--- config.mk ---
export PLATFORM = sky130hd
export DESIGN_NAME = cel_ctrl
export DESIGN_NICKNAME = d
export VERILOG_FILES = /design/src/hw/rtl/cel_pkg.sv /design/src/hw/rtl/cel_ctrl.sv
export SDC_FILE = /design/constraint.sdc
export NUM_CORES = 1
export LEC_CHECK = 0
export BUFFER_PORTS_ARGS = -buffer_cell sky130_fd_sc_hd__buf_2
export CAP_MARGIN = 20
export CORE_UTILIZATION = 45
export DETAILED_ROUTE_END_ITERATION = 12
export GPL_TIMING_DRIVEN = 1
export HOLD_SLACK_MARGIN = 0.08
export PLACE_DENSITY = 0.58
export SYNTH_ARGS = -nofsm -noshare
export SYNTH_HDL_FRONTEND = slang
export SYNTH_SLANG_ARGS = --single-unit
--- constraint.sdc ---
create_clock -name clk -period 4.95 [get_ports clk]
set_input_delay 0 -clock clk [delete_from_list [all_inputs] [get_ports clk]]
set_output_delay 0 -clock clk [all_outputs]
set_load 0.005 [all_outputs]
--- src/hw/rtl/cel_pkg.sv ---
// ----------------------------------------------------------------------------
// Circular event log package
// Shared sizes, command codes and the read-status bundle for the log ring.
// ----------------------------------------------------------------------------
`default_nettype none

package cel_pkg;

  // Ring geometry.
  localparam int MAX_ENTRIES = 256;
  localparam int SLOT_W      = $clog2(MAX_ENTRIES);
  localparam int SIZE_W      = $clog2(MAX_ENTRIES + 1);

  // Field widths fixed by the interface.
  localparam int KIND_W  = 2;
  localparam int CYCLE_W = 32;
  localparam int TIME_W  = 24;
  localparam int CODE_W  = 8;
  localparam int IDX_W   = 8;
  localparam int CFG_W   = 9;
  localparam int ENTRY_W = CYCLE_W + TIME_W + CODE_W;

  // Width of the oldest-plus-index sum before wrapping.
  localparam int SUM_W = ((SIZE_W > IDX_W) ? SIZE_W : IDX_W) + 1;

  // Reset value of the ring size register.
  localparam logic [CFG_W-1:0] CFG_RESET = CFG_W'(256);

  // Command codes.
  localparam logic [KIND_W-1:0] KIND_WRITE = 2'd0;
  localparam logic [KIND_W-1:0] KIND_READ  = 2'd1;
  localparam logic [KIND_W-1:0] KIND_CLEAR = 2'd2;

  // Status of a read transfer, aligned with the registered memory data.
  typedef struct packed {
    logic strobe;
    logic err;
    logic full;
    logic hit;
  } rd_info_t;

  // Effective ring size: zero acts as one, large values saturate.
  function automatic logic [SIZE_W-1:0] ring_size(input logic [CFG_W-1:0] cfg);
    logic [SIZE_W-1:0] n;
    n = SIZE_W'(MAX_ENTRIES);
    if (cfg == '0) begin
      n = SIZE_W'(1);
    end else if (int'(cfg) <= MAX_ENTRIES) begin
      n = SIZE_W'(cfg);
    end
    return n;
  endfunction

endpackage

`default_nettype wire

--- src/hw/rtl/cel_ctrl.sv ---
// ----------------------------------------------------------------------------
// Circular event log control
// Ring pointers, full flag, per-slot valid bits and memory address generation.
// ----------------------------------------------------------------------------
`default_nettype none

module cel_ctrl (
  input  wire logic                         clk,
  input  wire logic                         rst,
  input  wire logic                         accept,
  input  wire logic [cel_pkg::KIND_W-1:0]   kind,
  input  wire logic [cel_pkg::IDX_W-1:0]    read_index,
  input  wire logic                         cfg_we,
  input  wire logic [cel_pkg::CFG_W-1:0]    cfg_wdata,
  output logic                              mem_we,
  output logic      [cel_pkg::SLOT_W-1:0]   mem_addr,
  output cel_pkg::rd_info_t                 rd_info,
  output logic                              full_flag
);

  logic [cel_pkg::CFG_W-1:0]       entries_in_use;
  logic [cel_pkg::SLOT_W-1:0]      next_slot;
  logic [cel_pkg::SLOT_W-1:0]      oldest_slot;
  logic [cel_pkg::MAX_ENTRIES-1:0] valid;

  logic [cel_pkg::SLOT_W-1:0] next_slot_next;
  logic [cel_pkg::SLOT_W-1:0] oldest_slot_next;
  logic                       full_flag_next;
  logic [cel_pkg::SIZE_W-1:0] n;
  logic [cel_pkg::SIZE_W-1:0] slot_inc;
  logic                       wrap;
  logic [cel_pkg::SUM_W-1:0]  pos_sum;
  logic [cel_pkg::SUM_W-1:0]  pos_wrap;
  logic [cel_pkg::SLOT_W-1:0] rd_slot;
  logic                       idx_ok;
  logic                       do_write;
  logic                       do_read;
  logic                       do_clear;

  assign n        = cel_pkg::ring_size(entries_in_use);
  assign do_write = accept && (kind == cel_pkg::KIND_WRITE);
  assign do_read  = accept && (kind == cel_pkg::KIND_READ);
  assign do_clear = accept && (kind == cel_pkg::KIND_CLEAR);

  // Write pointer advance with wrap at the ring size.
  assign slot_inc = cel_pkg::SIZE_W'(next_slot) + cel_pkg::SIZE_W'(1);
  assign wrap     = (slot_inc >= n);

  always_comb begin
    next_slot_next   = next_slot;
    oldest_slot_next = oldest_slot;
    full_flag_next   = full_flag;
    if (do_write) begin
      next_slot_next = wrap ? '0 : cel_pkg::SLOT_W'(slot_inc);
      full_flag_next = full_flag || wrap;
      if (full_flag_next) begin
        oldest_slot_next = next_slot_next;
      end
    end
  end

  // Read position counted from the oldest entry, wrapped once.
  assign idx_ok   = (cel_pkg::SUM_W'(read_index) < cel_pkg::SUM_W'(n));
  assign pos_sum  = cel_pkg::SUM_W'(oldest_slot) + cel_pkg::SUM_W'(read_index);
  assign pos_wrap = (pos_sum >= cel_pkg::SUM_W'(n)) ? (pos_sum - cel_pkg::SUM_W'(n))
                                                    : pos_sum;
  assign rd_slot  = cel_pkg::SLOT_W'(pos_wrap);

  // Memory port: writes go to the write pointer, reads to the wrapped position.
  assign mem_we   = do_write;
  assign mem_addr = do_write ? next_slot : rd_slot;

  // Ring state and configuration register.
  always_ff @(posedge clk) begin
    if (rst) begin
      entries_in_use <= cel_pkg::CFG_RESET;
      next_slot      <= '0;
      oldest_slot    <= '0;
      full_flag      <= 1'b0;
    end else if (cfg_we) begin
      entries_in_use <= cfg_wdata;
      next_slot      <= '0;
      oldest_slot    <= '0;
      full_flag      <= 1'b0;
    end else if (do_clear) begin
      next_slot      <= '0;
      oldest_slot    <= '0;
      full_flag      <= 1'b0;
    end else begin
      next_slot      <= next_slot_next;
      oldest_slot    <= oldest_slot_next;
      full_flag      <= full_flag_next;
    end
  end

  // Slot valid bits stand in for zeroing the store on reset and clear.
  always_ff @(posedge clk) begin
    if (rst || do_clear) begin
      valid <= '0;
    end else if (do_write) begin
      valid[next_slot] <= 1'b1;
    end
  end

  // Read status, aligned with the registered memory output.
  always_ff @(posedge clk) begin
    if (rst) begin
      rd_info <= '0;
    end else begin
      rd_info.strobe <= do_read;
      rd_info.err    <= !idx_ok;
      rd_info.full   <= full_flag;
      rd_info.hit    <= idx_ok && valid[rd_slot];
    end
  end

endmodule

`default_nettype wire

==> results of run 1 <==
==> logic make-up (layout without fill, tap and decap cells) <==
kind of cell / Yosys count / in the layout / share of synthesized area (%)
muxes: 26 / 26 / 2.42
xor gates and xnor gates: 20 / 20 / 1.34
buffers and inverters: 160 / 238 / 5.33
adders and majority gates: 39 / 39 / 3.83
and+or+nand+nor: 575 / 575 / 19.3
DFF: 286 / 286 / 43.6
AOI/OAI and AO/OA: 521 / 521 / 24.1
==> cell usage in the layout, fill, tap and decap left out, types with 15 or more instances in the layout <==
cell	count
nor2_1	298
dfxtp_1	286
a21oi_1	285
nand2_1	113
buf_4	74
and3_1	59
a31oi_1	42
nand3_1	39
a211oi_1	39
clkbuf_16	38
ha_1	36
buf_2	36
dlygate4sd3_1	33
o21ai_0	28
mux2i_1	16
inv_1	15
a32oi_1	15
==> cells in the mapped netlist, types with 4 or more instances <==
master	instances
mux2_2	6
and3_1	59
nand2_1	113
nand3_1	40
o31a_1	11
nor3_1	11
a211o_1	5
ha_1	37
buf_6	6
a31o_2	11
mux4_2	4
a32oi_1	15
o21a_1	9
o211ai_1	8
a211oi_1	41
a2111oi_0	4
a21o_1	15
xor2_1	7
and2_1	7
nor4_1	12
clkbuf_1	108
nand4_1	5
a31oi_1	42
a21oi_1	291
a22oi_1	6
xnor2_1	13
dfxtp_1	286
mux2i_1	16
buf_2	19
inv_1	15
nor2_1	299
o221a_2	6
buf_4	8
nor2b_1	4
nand2b_1	10
o21ai_0	31
o21bai_1	4
==> routing by layer <==
metal,GRT usage (%),wire [um],vias to the layer above
met5,0,11,-
met4,10.4,1720,2
met3,3.89,2930,108
met2,48.5,20700,449
met1,39.6,19700,5950
li1,-,-,5861
==> repair_timing <==
| item | 4_1_cts | 5_1_grt |
|---|---|---|
| cloned | 0 | 2 |
| buffers inserted | 2 | 8 |
| setup endpoints to repair | 1 | 3 |
| endpoints found under the hold margin | 15 | 0 |
| hold buffers | 33 | 0 |
| pin swaps | 0 | 13 |
| gates resized for setup | 5 | 36 |
==> per-stage QoR <==
step | setup TNS (ns) | total power, uW
2_1_floorplan | 0 | 2780
3_3_place_gp | -0.0694 | 3050
3_5_place_dp | -0.165 | 3050
4_1_cts | 0 | 5680
5_1_grt | -0.00113 | 5890
6_report | 0 | 5720
==> area by class of cell <==
cell class,count,area (sq um)
clock buffers,54,1080
clock inverters,8,111
fillers,2740,12900
inverters,16,60.1
multi-input cells,1181,6940
flip-flops and latches,286,5730
well taps,384,480
repair buffers,160,1370
==> path summary, 6_finish.rpt <==
kind / start / to / slack [ns] / cells past startpoint
max reg2reg: oldest_slot[0] / rd_info[0] / 0.15 / 21
min reg2reg: valid[182] / valid[182] / 0.46 / 2
min: kind[0] / next_slot[3] / 0.18 / 6
max: oldest_slot[0] / rd_info[0] / 0.15 / 21
==> worst max-delay path: cells and delay by family (launching register included) <==
kind / cells / cell delay, ns
AOI/OAI and AO/OA: 10 / 1.81
adders and majority gates: 3 / 0.87
buffers and inverters: 1 / 0.19
DFF: 1 / 0.31
muxes: 1 / 0.50
and+or+nand+nor: 6 / 0.98
==> state kept, by name (all words and copies together), names as in the netlist <==
signal          flops
rd_info             4
next_slot           8
entries_in_use      9
full_flag           1
valid             256
oldest_slot         8
==> power breakdown <==
group / total, uW / internal (uW) / switching (uW)
clock: 2620 / 1610 / 1010
combinational: 783 / 301 / 482
sequential: 2320 / 2310 / 8.05
==> impl_metrics.toml, run 1 <==
[floorplan]
core-area_sq_mm = 0.0287
pin_count = 37
dieWidth_um = 173
die-area_sq_mm = 0.0298
initial_utilization_pct = 45.7
std_cell_rows = 62
die_height_um = 173

[final_layout]
fraction_of_final_layout_cells_with_drive_strength_greater_than_1_pct = 14.6
nNetsFinal = 1742
diodes = 0
layout-area-overhead-vs-synth_pct = 20.2
layout.cell_area.non_filler_sq_mm = 0.0158
post_layout_nonfiller_instances = 2089
finish.utilization_pct = 54.9

[yosys]
yosys_warnings = 0
post-synth-top-area-cell = "dfxtp_1"
synth-edff-count = 0
syn-instance-count = 1627
mappedNetlistNets = 1689
synthesis.area_sq_mm = 0.0131
yosys-top-cells-area = "dfxtp_1 (44%), a21oi_1 (11%), nor2_1 (8.6%), ha_1 (3.5%), nand2_1 (3.2%)"
synthesis.area_per_instance_sq_um = 8.06
synth-seq-cells = 286
synthDistinctLibCells = 68
fraction_of_the_yosys_area_taken_by_sequential_cells_pct = 43.6
synth_ff_type = "dfxtp_1"
post_synth_top_area_share_pct = 43.6
fraction_of_registers_with_async_set_reset_pct = 0

[worst_setup_path]
endpoint_kind = "register"
critical-path-max-stage-delay_ns = 0.50
timing.critical_path.required_ns = 5.34
critPathMaxFanout = 11
critical_path.startpoint_type = "register"
setup.worst_path.class = "register to register"
critical_path.slowest_cell = "mux4_2"
cp_cell_sequence = "ha_1, fa_2, a21o_1, a21oi_2, o21bai_1, a21oi_2, nor2b_1, o21ai_0, nand2b_1, ha_4, nand4_1, buf_4, or2_4, a21o_4, nand2_8, mux4_2, and3_1, a2111o_1, o22ai_1, a211o_1, o22ai_1"
timing.critical_path.arrival_ns = 5.20

[timing]
final_hold_viol_count = 0
timing.fmax_mhz = 208
finalCritPeriodShare_pct = 97.0
fin_clk_skew_ns = 0.00907
relative_slew_slack_pct = 18.0
timing.hold.ws_ns = 0.175
finalWorstSetupSlack_ns = 0.147
finalSetupViolCount = 0
slew_viol_final = 0
tightest_slew_ns = 1.23
layout_min_cycle_time_ns = 4.80

[clocking]
clock_latency_ns = 0.52
clkSinkCount = 286
tritoncts_clock_tree = "done"
clock_tree.buffer_depth = 3
tritoncts.num_buffers = 35
cts_root_buffer = "clkbuf_16"
clk_pin_slew_worst_paths_ns = 0.06
clock_tree.htree_level_count = 2

[place]
placedInstanceArea_sq_mm = 0.0139
gpl.final_weighted_congestion = 0.901
dp.final_hpwl_um = 28300
placed_cells_incl_taps = 1976
post-place-ws_ns = -0.165
port_buffers = 36

[drt]
firstDrtPassIters = 6
route.vias.total = 12400
ant_nets = 0
avgRoutedWirePerCell_um = 21.6
drc = 0
first_iter_violations = 1146
detail_route.vias_per_cell = 5.92
totalWireLength_um = 45100

[grt]
grt_use_total_pct = 29.4
grt_max_degree = 215
first_global_vias = 11600
grt_overflow = 0
initial_antenna_violation_count = 1
grt_first_pass_wirelength_um = 68900

[job]
drv_cap = 0

[pwr]
worst_ir_drop_vdd_mv = 0.276
total_leakage_power_uw = 0.00608
power-per-cell-area_mw_per_mm2 = 363

[min_path]
holdCritPathClass = "primary input to register"

[status]
run_status = "finished clean"
(Power assumes the default switching activity.)
==> run 2, diff against run 1 <==
--- a/config.mk
+++ b/config.mk
@@ -11,7 +11,7 @@
 export DETAILED_ROUTE_END_ITERATION = 12
 export GPL_TIMING_DRIVEN = 1
 export HOLD_SLACK_MARGIN = 0.08
-export PLACE_DENSITY = 0.58
+export PLACE_DENSITY = 0.73
 export SYNTH_ARGS = -nofsm -noshare
 export SYNTH_HDL_FRONTEND = slang
 export SYNTH_SLANG_ARGS = --single-unit
==> impl_metrics.toml, run 2 (same netlist as run 1, synthesis figures left out) <==
[status]
run_status = "finished clean"

[clocking]
clkSinkCount = 286
clock_tree.htree_level_count = 1
tritoncts_clock_tree = "done"
tritoncts.num_buffers = 30
clock_tree.buffer_depth = 3
cts_root_buffer = "clkbuf_16"
clock_latency_ns = 0.59
clk_pin_slew_worst_paths_ns = 0.06

[floorplan]
pin_count = 37
die_height_um = 173
die-area_sq_mm = 0.0298
core-area_sq_mm = 0.0287
std_cell_rows = 62
dieWidth_um = 173
initial_utilization_pct = 45.7

[final_layout]
fraction_of_final_layout_cells_with_drive_strength_greater_than_1_pct = 15.8
n_fill_cell = 2583
layout_top_registers = "valid: 256 flops, entries_in_use: 9 flops"
max_flop_register = "valid"
post_layout_nonfiller_instances = 2098
layout_common_cells = "nor2_1 (297), dfxtp_1 (285), a21oi_1 (283)"
max_reg_flops = 256
nNetsFinal = 1752
layout.cells.most_common = "nor2_1"
layout-area-overhead-vs-synth_pct = 21.7
layout.cell_area.non_filler_sq_mm = 0.0160
diodes = 0

[pwr]
finalPower_uw = 5450
switching_share_pct = 26.8
worst_ir_drop_vdd_mv = 0.319
total_leakage_power_uw = 0.00612
power_spent_charging_and_discharging_nets_uw = 1460
power-per-cell-area_mw_per_mm2 = 341
internal_power_uw = 3990
share_clk_of_total_power_pct = 41.8
pwr-share-comb_pct = 15.7
share_seq_of_total_power_pct = 42.5

[timing]
relative_slew_slack_pct = 20.9
timing.fmax_mhz = 209
finalCritPeriodShare_pct = 96.6
finalWorstSetupSlack_ns = 0.167
final_hold_viol_count = 0
fin_clk_skew_ns = 0.0237
tightest_slew_ns = 1.19
layout_min_cycle_time_ns = 4.78
slew_viol_final = 0
finalSetupViolCount = 0

[grt]
grt_overflow = 0
grt_use_total_pct = 27.9
first_global_vias = 12000
initial_antenna_violation_count = 0
grt_max_degree = 177
grt_first_pass_wirelength_um = 66700

[drt]
firstDrtPassIters = 6
first_iter_violations = 1983
detail_route.vias_per_cell = 6.15
ant_nets = 0
route.vias.total = 12900
totalWireLength_um = 44400
avgRoutedWirePerCell_um = 21.2
drc = 0

[min_path]
hold_path.startpoint = "kind[0]"
hold-path-cell-count = 6
holdCritPathClass = "primary input to register"
hold_path_end = "next_slot[5]"

[place]
placedInstanceArea_sq_mm = 0.0138
post-place-ws_ns = -0.281
port_buffers = 36
gpl.final_weighted_congestion = 0.937
dp.final_hpwl_um = 26700
placed_cells_incl_taps = 1971

[worst_setup_path]
critPathMaxFanout = 19
critical_path.startpoint_type = "register"
critical_path.reg2reg.startpoint = "oldest_slot[1]"
setup.worst_path.class = "register to register"
timing.critical_path.required_ns = 5.40
timing.critical_path.arrival_ns = 5.23
critical_path.reg2reg.endpoint = "rd_info[0]"
r2r_slack_ns = 0.17
r2r_cells = 22
endpoint_kind = "register"

[job]
drv_cap = 0
## run 2: changes by cell type in the layout (fill, tap and decap cells not counted), moves of 4 or more
cell      delta
buf_12       +6
clkinv_2     +4
nor4_1       -4
a211oi_4     +5
clkbuf_8     -5
nor4_2       +4
buf_4        +4
## run 2: through the flow
stage	hold WS [ns]	util, %	setup TNS (ns)
after global placement	0.203	48.1	-0.219
final	0.133	55.6	0
after detailed placement	0.209	48.2	-0.281
after global routing	0.147	55.6	-0.127
after CTS	0.109	53.3	0
after floorplan	0.0767	-	0
## run 2: layout make-up
type                            instances  area [sq um]  area share, %
Clock buffer                           46           881           5.52
Tap cell                              384           480           3.01
Inverter                               16          60.1          0.376
Clock inverter                         10           128          0.799
Sequential cell                       286          5730           35.9
Timing Repair Buffer                  175          1640           10.2
Multi-Input combinational cell       1181          7060           44.2
## run 2: how the worst max path moves through the flow
| stage | startpoint | endpoint | slack [ns] | depth (start not counted) |
|---|---|---|---|---|
| floorplan | oldest_slot[0] | rd_info[0] | 0.38 | 22 |
| global placement | oldest_slot[0] | rd_info[0] | -0.22 | 21 |
| detailed placement | oldest_slot[0] | rd_info[0] | -0.28 | 21 |
| CTS | oldest_slot[0] | rd_info[0] | 0.004 | 21 |
| global route | oldest_slot[0] | rd_info[0] | -0.13 | 25 |
| finish | oldest_slot[1] | rd_info[0] | 0.17 | 22 |
## run 2: power groups by stage
stage / Sequential [uW] / Clock (uW) / Combinational, uW
2_1_floorplan: 2360 / 0 / 410
3_3_place_gp: 2370 / 0 / 658
3_5_place_dp: 2370 / 0 / 664
4_1_cts: 2320 / 2300 / 713
5_1_grt: 2320 / 2390 / 893
6_report: 2320 / 2280 / 855
## run 2: repair_timing
item / 4_1_cts / 5_1_grt
endpoints found under the hold margin: 18 / 0
setup endpoints to repair: 1 / 3
buffers inserted: 3 / 24
gates cloned: 0 / 5
gates resized for setup: 22 / 54
hold buffers: 33 / 0
pin swaps: 3 / 32
## run 2: per-layer routing
metal	vias to the layer above	global-route usage [%]	share of wire (%)
li1	5868	-	-
met1	6116	37.2	41
met2	737	43.5	44
met3	174	4.40	9.3
met4	0	14.8	5.6
met5	-	0	0
## run 2: worst max-delay path: stages (launching register included)
cell	delay (ns)
dfxtp_2	0.34
ha_1	0.28
a21o_1	0.21
a21oi_2	0.17
o21bai_1	0.10
a21oi_2	0.18
o21bai_1	0.09
a21oi_2	0.16
xnor2_1	0.16
ha_1	0.31
nand4_1	0.24
o31a_1	0.37
buf_4	0.19
nand3_4	0.17
nand2_8	0.17
buf_12	0.19
buf_6	0.17
mux2_2	0.35
o2111ai_1	0.27
o2111ai_1	0.18
o22ai_2	0.17
a211o_1	0.13
o22ai_1	0.06
==> run 3, diff against run 2 <==
==> constraint.sdc (replaced) <==
create_clock -name clk -period 4.95 [get_ports clk]
set_input_delay 0.99 -clock clk [delete_from_list [all_inputs] [get_ports clk]]
set_output_delay 0.99 -clock clk [all_outputs]
set_load 0.005 [all_outputs]
==> impl_metrics.toml, run 3 (same netlist as run 1, synthesis figures left out) <==
[drt]
first_iter_violations = 1709
detail_route.vias_per_cell = 6.03
drc = 0
route.vias.total = 12900
ant_nets = 0
firstDrtPassIters = 8
totalWireLength_um = 43600
avgRoutedWirePerCell_um = 20.4

[timing]
timing.fmax_mhz = 194
timing.hold.ws_ns = 0.458
finalCritPeriodShare_pct = 104
fin_clk_skew_ns = 0.0499
grt_setup_unrepaired = "yes"
layout_min_cycle_time_ns = 5.16
tightest_slew_ns = 1.25
finalWorstSetupSlack_ns = -0.206
slew_viol_final = 0
setup_total_negative_slack_ns = -1.08
final_hold_viol_count = 0
relative_slew_slack_pct = 16.9
finalSetupViolCount = 9

[floorplan]
core-area_sq_mm = 0.0287
initial_utilization_pct = 45.7
dieWidth_um = 173
die-area_sq_mm = 0.0298
pin_count = 37
std_cell_rows = 62
die_height_um = 173

[final_layout]
layout-area-overhead-vs-synth_pct = 22.0
layout.cells.most_common = "nor2_1"
max_flop_register = "valid"
nNetsFinal = 1795
layout.cell_area.non_filler_sq_mm = 0.0160
fraction_of_final_layout_cells_with_drive_strength_greater_than_1_pct = 19.6
diodes = 0
n_fill_cell = 2620
layout_top_registers = "valid: 256 flops, entries_in_use: 9 flops"
layout_common_cells = "nor2_1 (296), dfxtp_1 (286), a21oi_1 (275)"
finish.utilization_pct = 55.8
max_reg_flops = 256

[worst_setup_path]
r2r_cells = 22
cp_cell_sequence = "buf_2, ha_1, a21o_1, a21oi_2, o21bai_1, a21oi_2, o21bai_1, a21oi_1, xnor2_1, ha_1, nand4_1, buf_4, o31ai_2, buf_4, buf_6, buf_6, nor3_4, nor2_4, buf_8, a21oi_2, buf_2"
critical_path.slowest_cell = "ha_1"
critPathMaxFanout = 6
critical_path.reg2reg.endpoint = "rd_info[0]"
critical-path-max-stage-delay_ns = 0.33
timing.critical_path.arrival_ns = 4.17
setup.worst_path.class = "primary input to output pin"
critical_path.reg2reg.startpoint = "oldest_slot[0]"
worst_path_most_repeated_cell = "a21oi_2"
r2r_slack_ns = 0.11
endpoint_kind = "output pin"
timing.critical_path.required_ns = 3.96
critical_path.startpoint_type = "primary input"

[clocking]
clock_latency_ns = 0.60
clk_pin_slew_worst_paths_ns = 0.06
clock_tree.htree_level_count = 1
tritoncts.num_buffers = 30
tritoncts_clock_tree = "done"
clock_tree.buffer_depth = 3
clkSinkCount = 286
cts_root_buffer = "clkbuf_16"

[grt]
grt_max_degree = 257
grt_overflow = 0
initial_antenna_violation_count = 0
first_global_vias = 12100
grt_first_pass_wirelength_um = 67600
grt_use_total_pct = 28.3

[place]
port_buffers = 36
dp.final_hpwl_um = 27500
placedInstanceArea_sq_mm = 0.0144
gpl.final_weighted_congestion = 0.945

[pwr]
power-per-cell-area_mw_per_mm2 = 350
total_leakage_power_uw = 0.00629
worst_ir_drop_vdd_mv = 0.299
finalPower_uw = 5610

[min_path]
holdCritPathClass = "register to register"
hold_path_end = "valid[164]"
hold_path.startpoint = "valid[164]"
hold-path-cell-count = 2

[job]
drv_cap = 0

[status]
run_status = "complete, but fails checks"
violated_checks = "setup timing"
run 3: cell count changes in the layout (fill, tap and decap cells not counted), sizes merged:
cell / delta
clkbuf: -11
buf: +81
dlygate4sd3: -33
clkinvlp: -1
bufinv: +3
inv: +1
run 3: what timing repair did:
| item | in CTS | in global routing |
|---|---|---|
| endpoints found under the setup margin | 9 | 9 |
| hold buffers | 0 | 0 |
| pin swaps | 20 | 17 |
| resized for setup | 32 | 23 |
| setup buffers | 15 | 12 |
run 3: worst max-delay path: cells and delay by family:
family                     cells  cell delay (ns)
adders and majority gates      2             0.62
AOI/OAI and AO/OA              8             1.11
and+or+nand+nor                3             0.35
buffers and inverters          7             0.98
xor gates and xnor gates       1             0.12
run 3: power by group:
part / internal (uW) / leakage, uW / switching [uW]
logic: 360 / 0.00345 / 496
registers: 2310 / 0.00230 / 8.03
clock network: 1480 / 0.000534 / 956
run 3: final cells by class:
class	count	area (sq um)	area share [%]
Sequential cell	286	5730	35.8
Timing Repair Buffer	218	1690	10.5
Clock buffer	40	858	5.36
Clock inverter	13	223	1.39
Multi-Input combinational cell	1181	6980	43.6
Inverter	16	60.1	0.375
Tap cell	384	480	3.00
run 3: worst max path at each step:
stage	endpoint	slack, ns	cells after the start	startpoint
after global placement	rd_info[0]	-0.65	25	read_index[0]
after detailed placement	rd_info[0]	-0.75	24	read_index[0]
after global routing	mem_addr[0]	-0.37	21	read_index[1]
final	mem_addr[0]	-0.21	21	read_index[1]
after floorplan	mem_addr[0]	-0.06	19	read_index[0]
after CTS	mem_addr[5]	-0.17	22	read_index[0]
run 3: stage by stage:
stage	setup slack (ns)	std cells
final	-0.206	2138
after global routing	-0.367	2138
after CTS	-0.174	2122
after detailed placement	-0.748	2054
after global placement	-0.651	2053
after floorplan	-0.0590	1627
run 3: routing by layer:
metal | GRT usage (%) | part of all wire (%)
met5 | 0 | 0
met4 | 13.0 | 4.7
met3 | 4.95 | 9.5
met2 | 45.2 | 45
met1 | 37.1 | 41
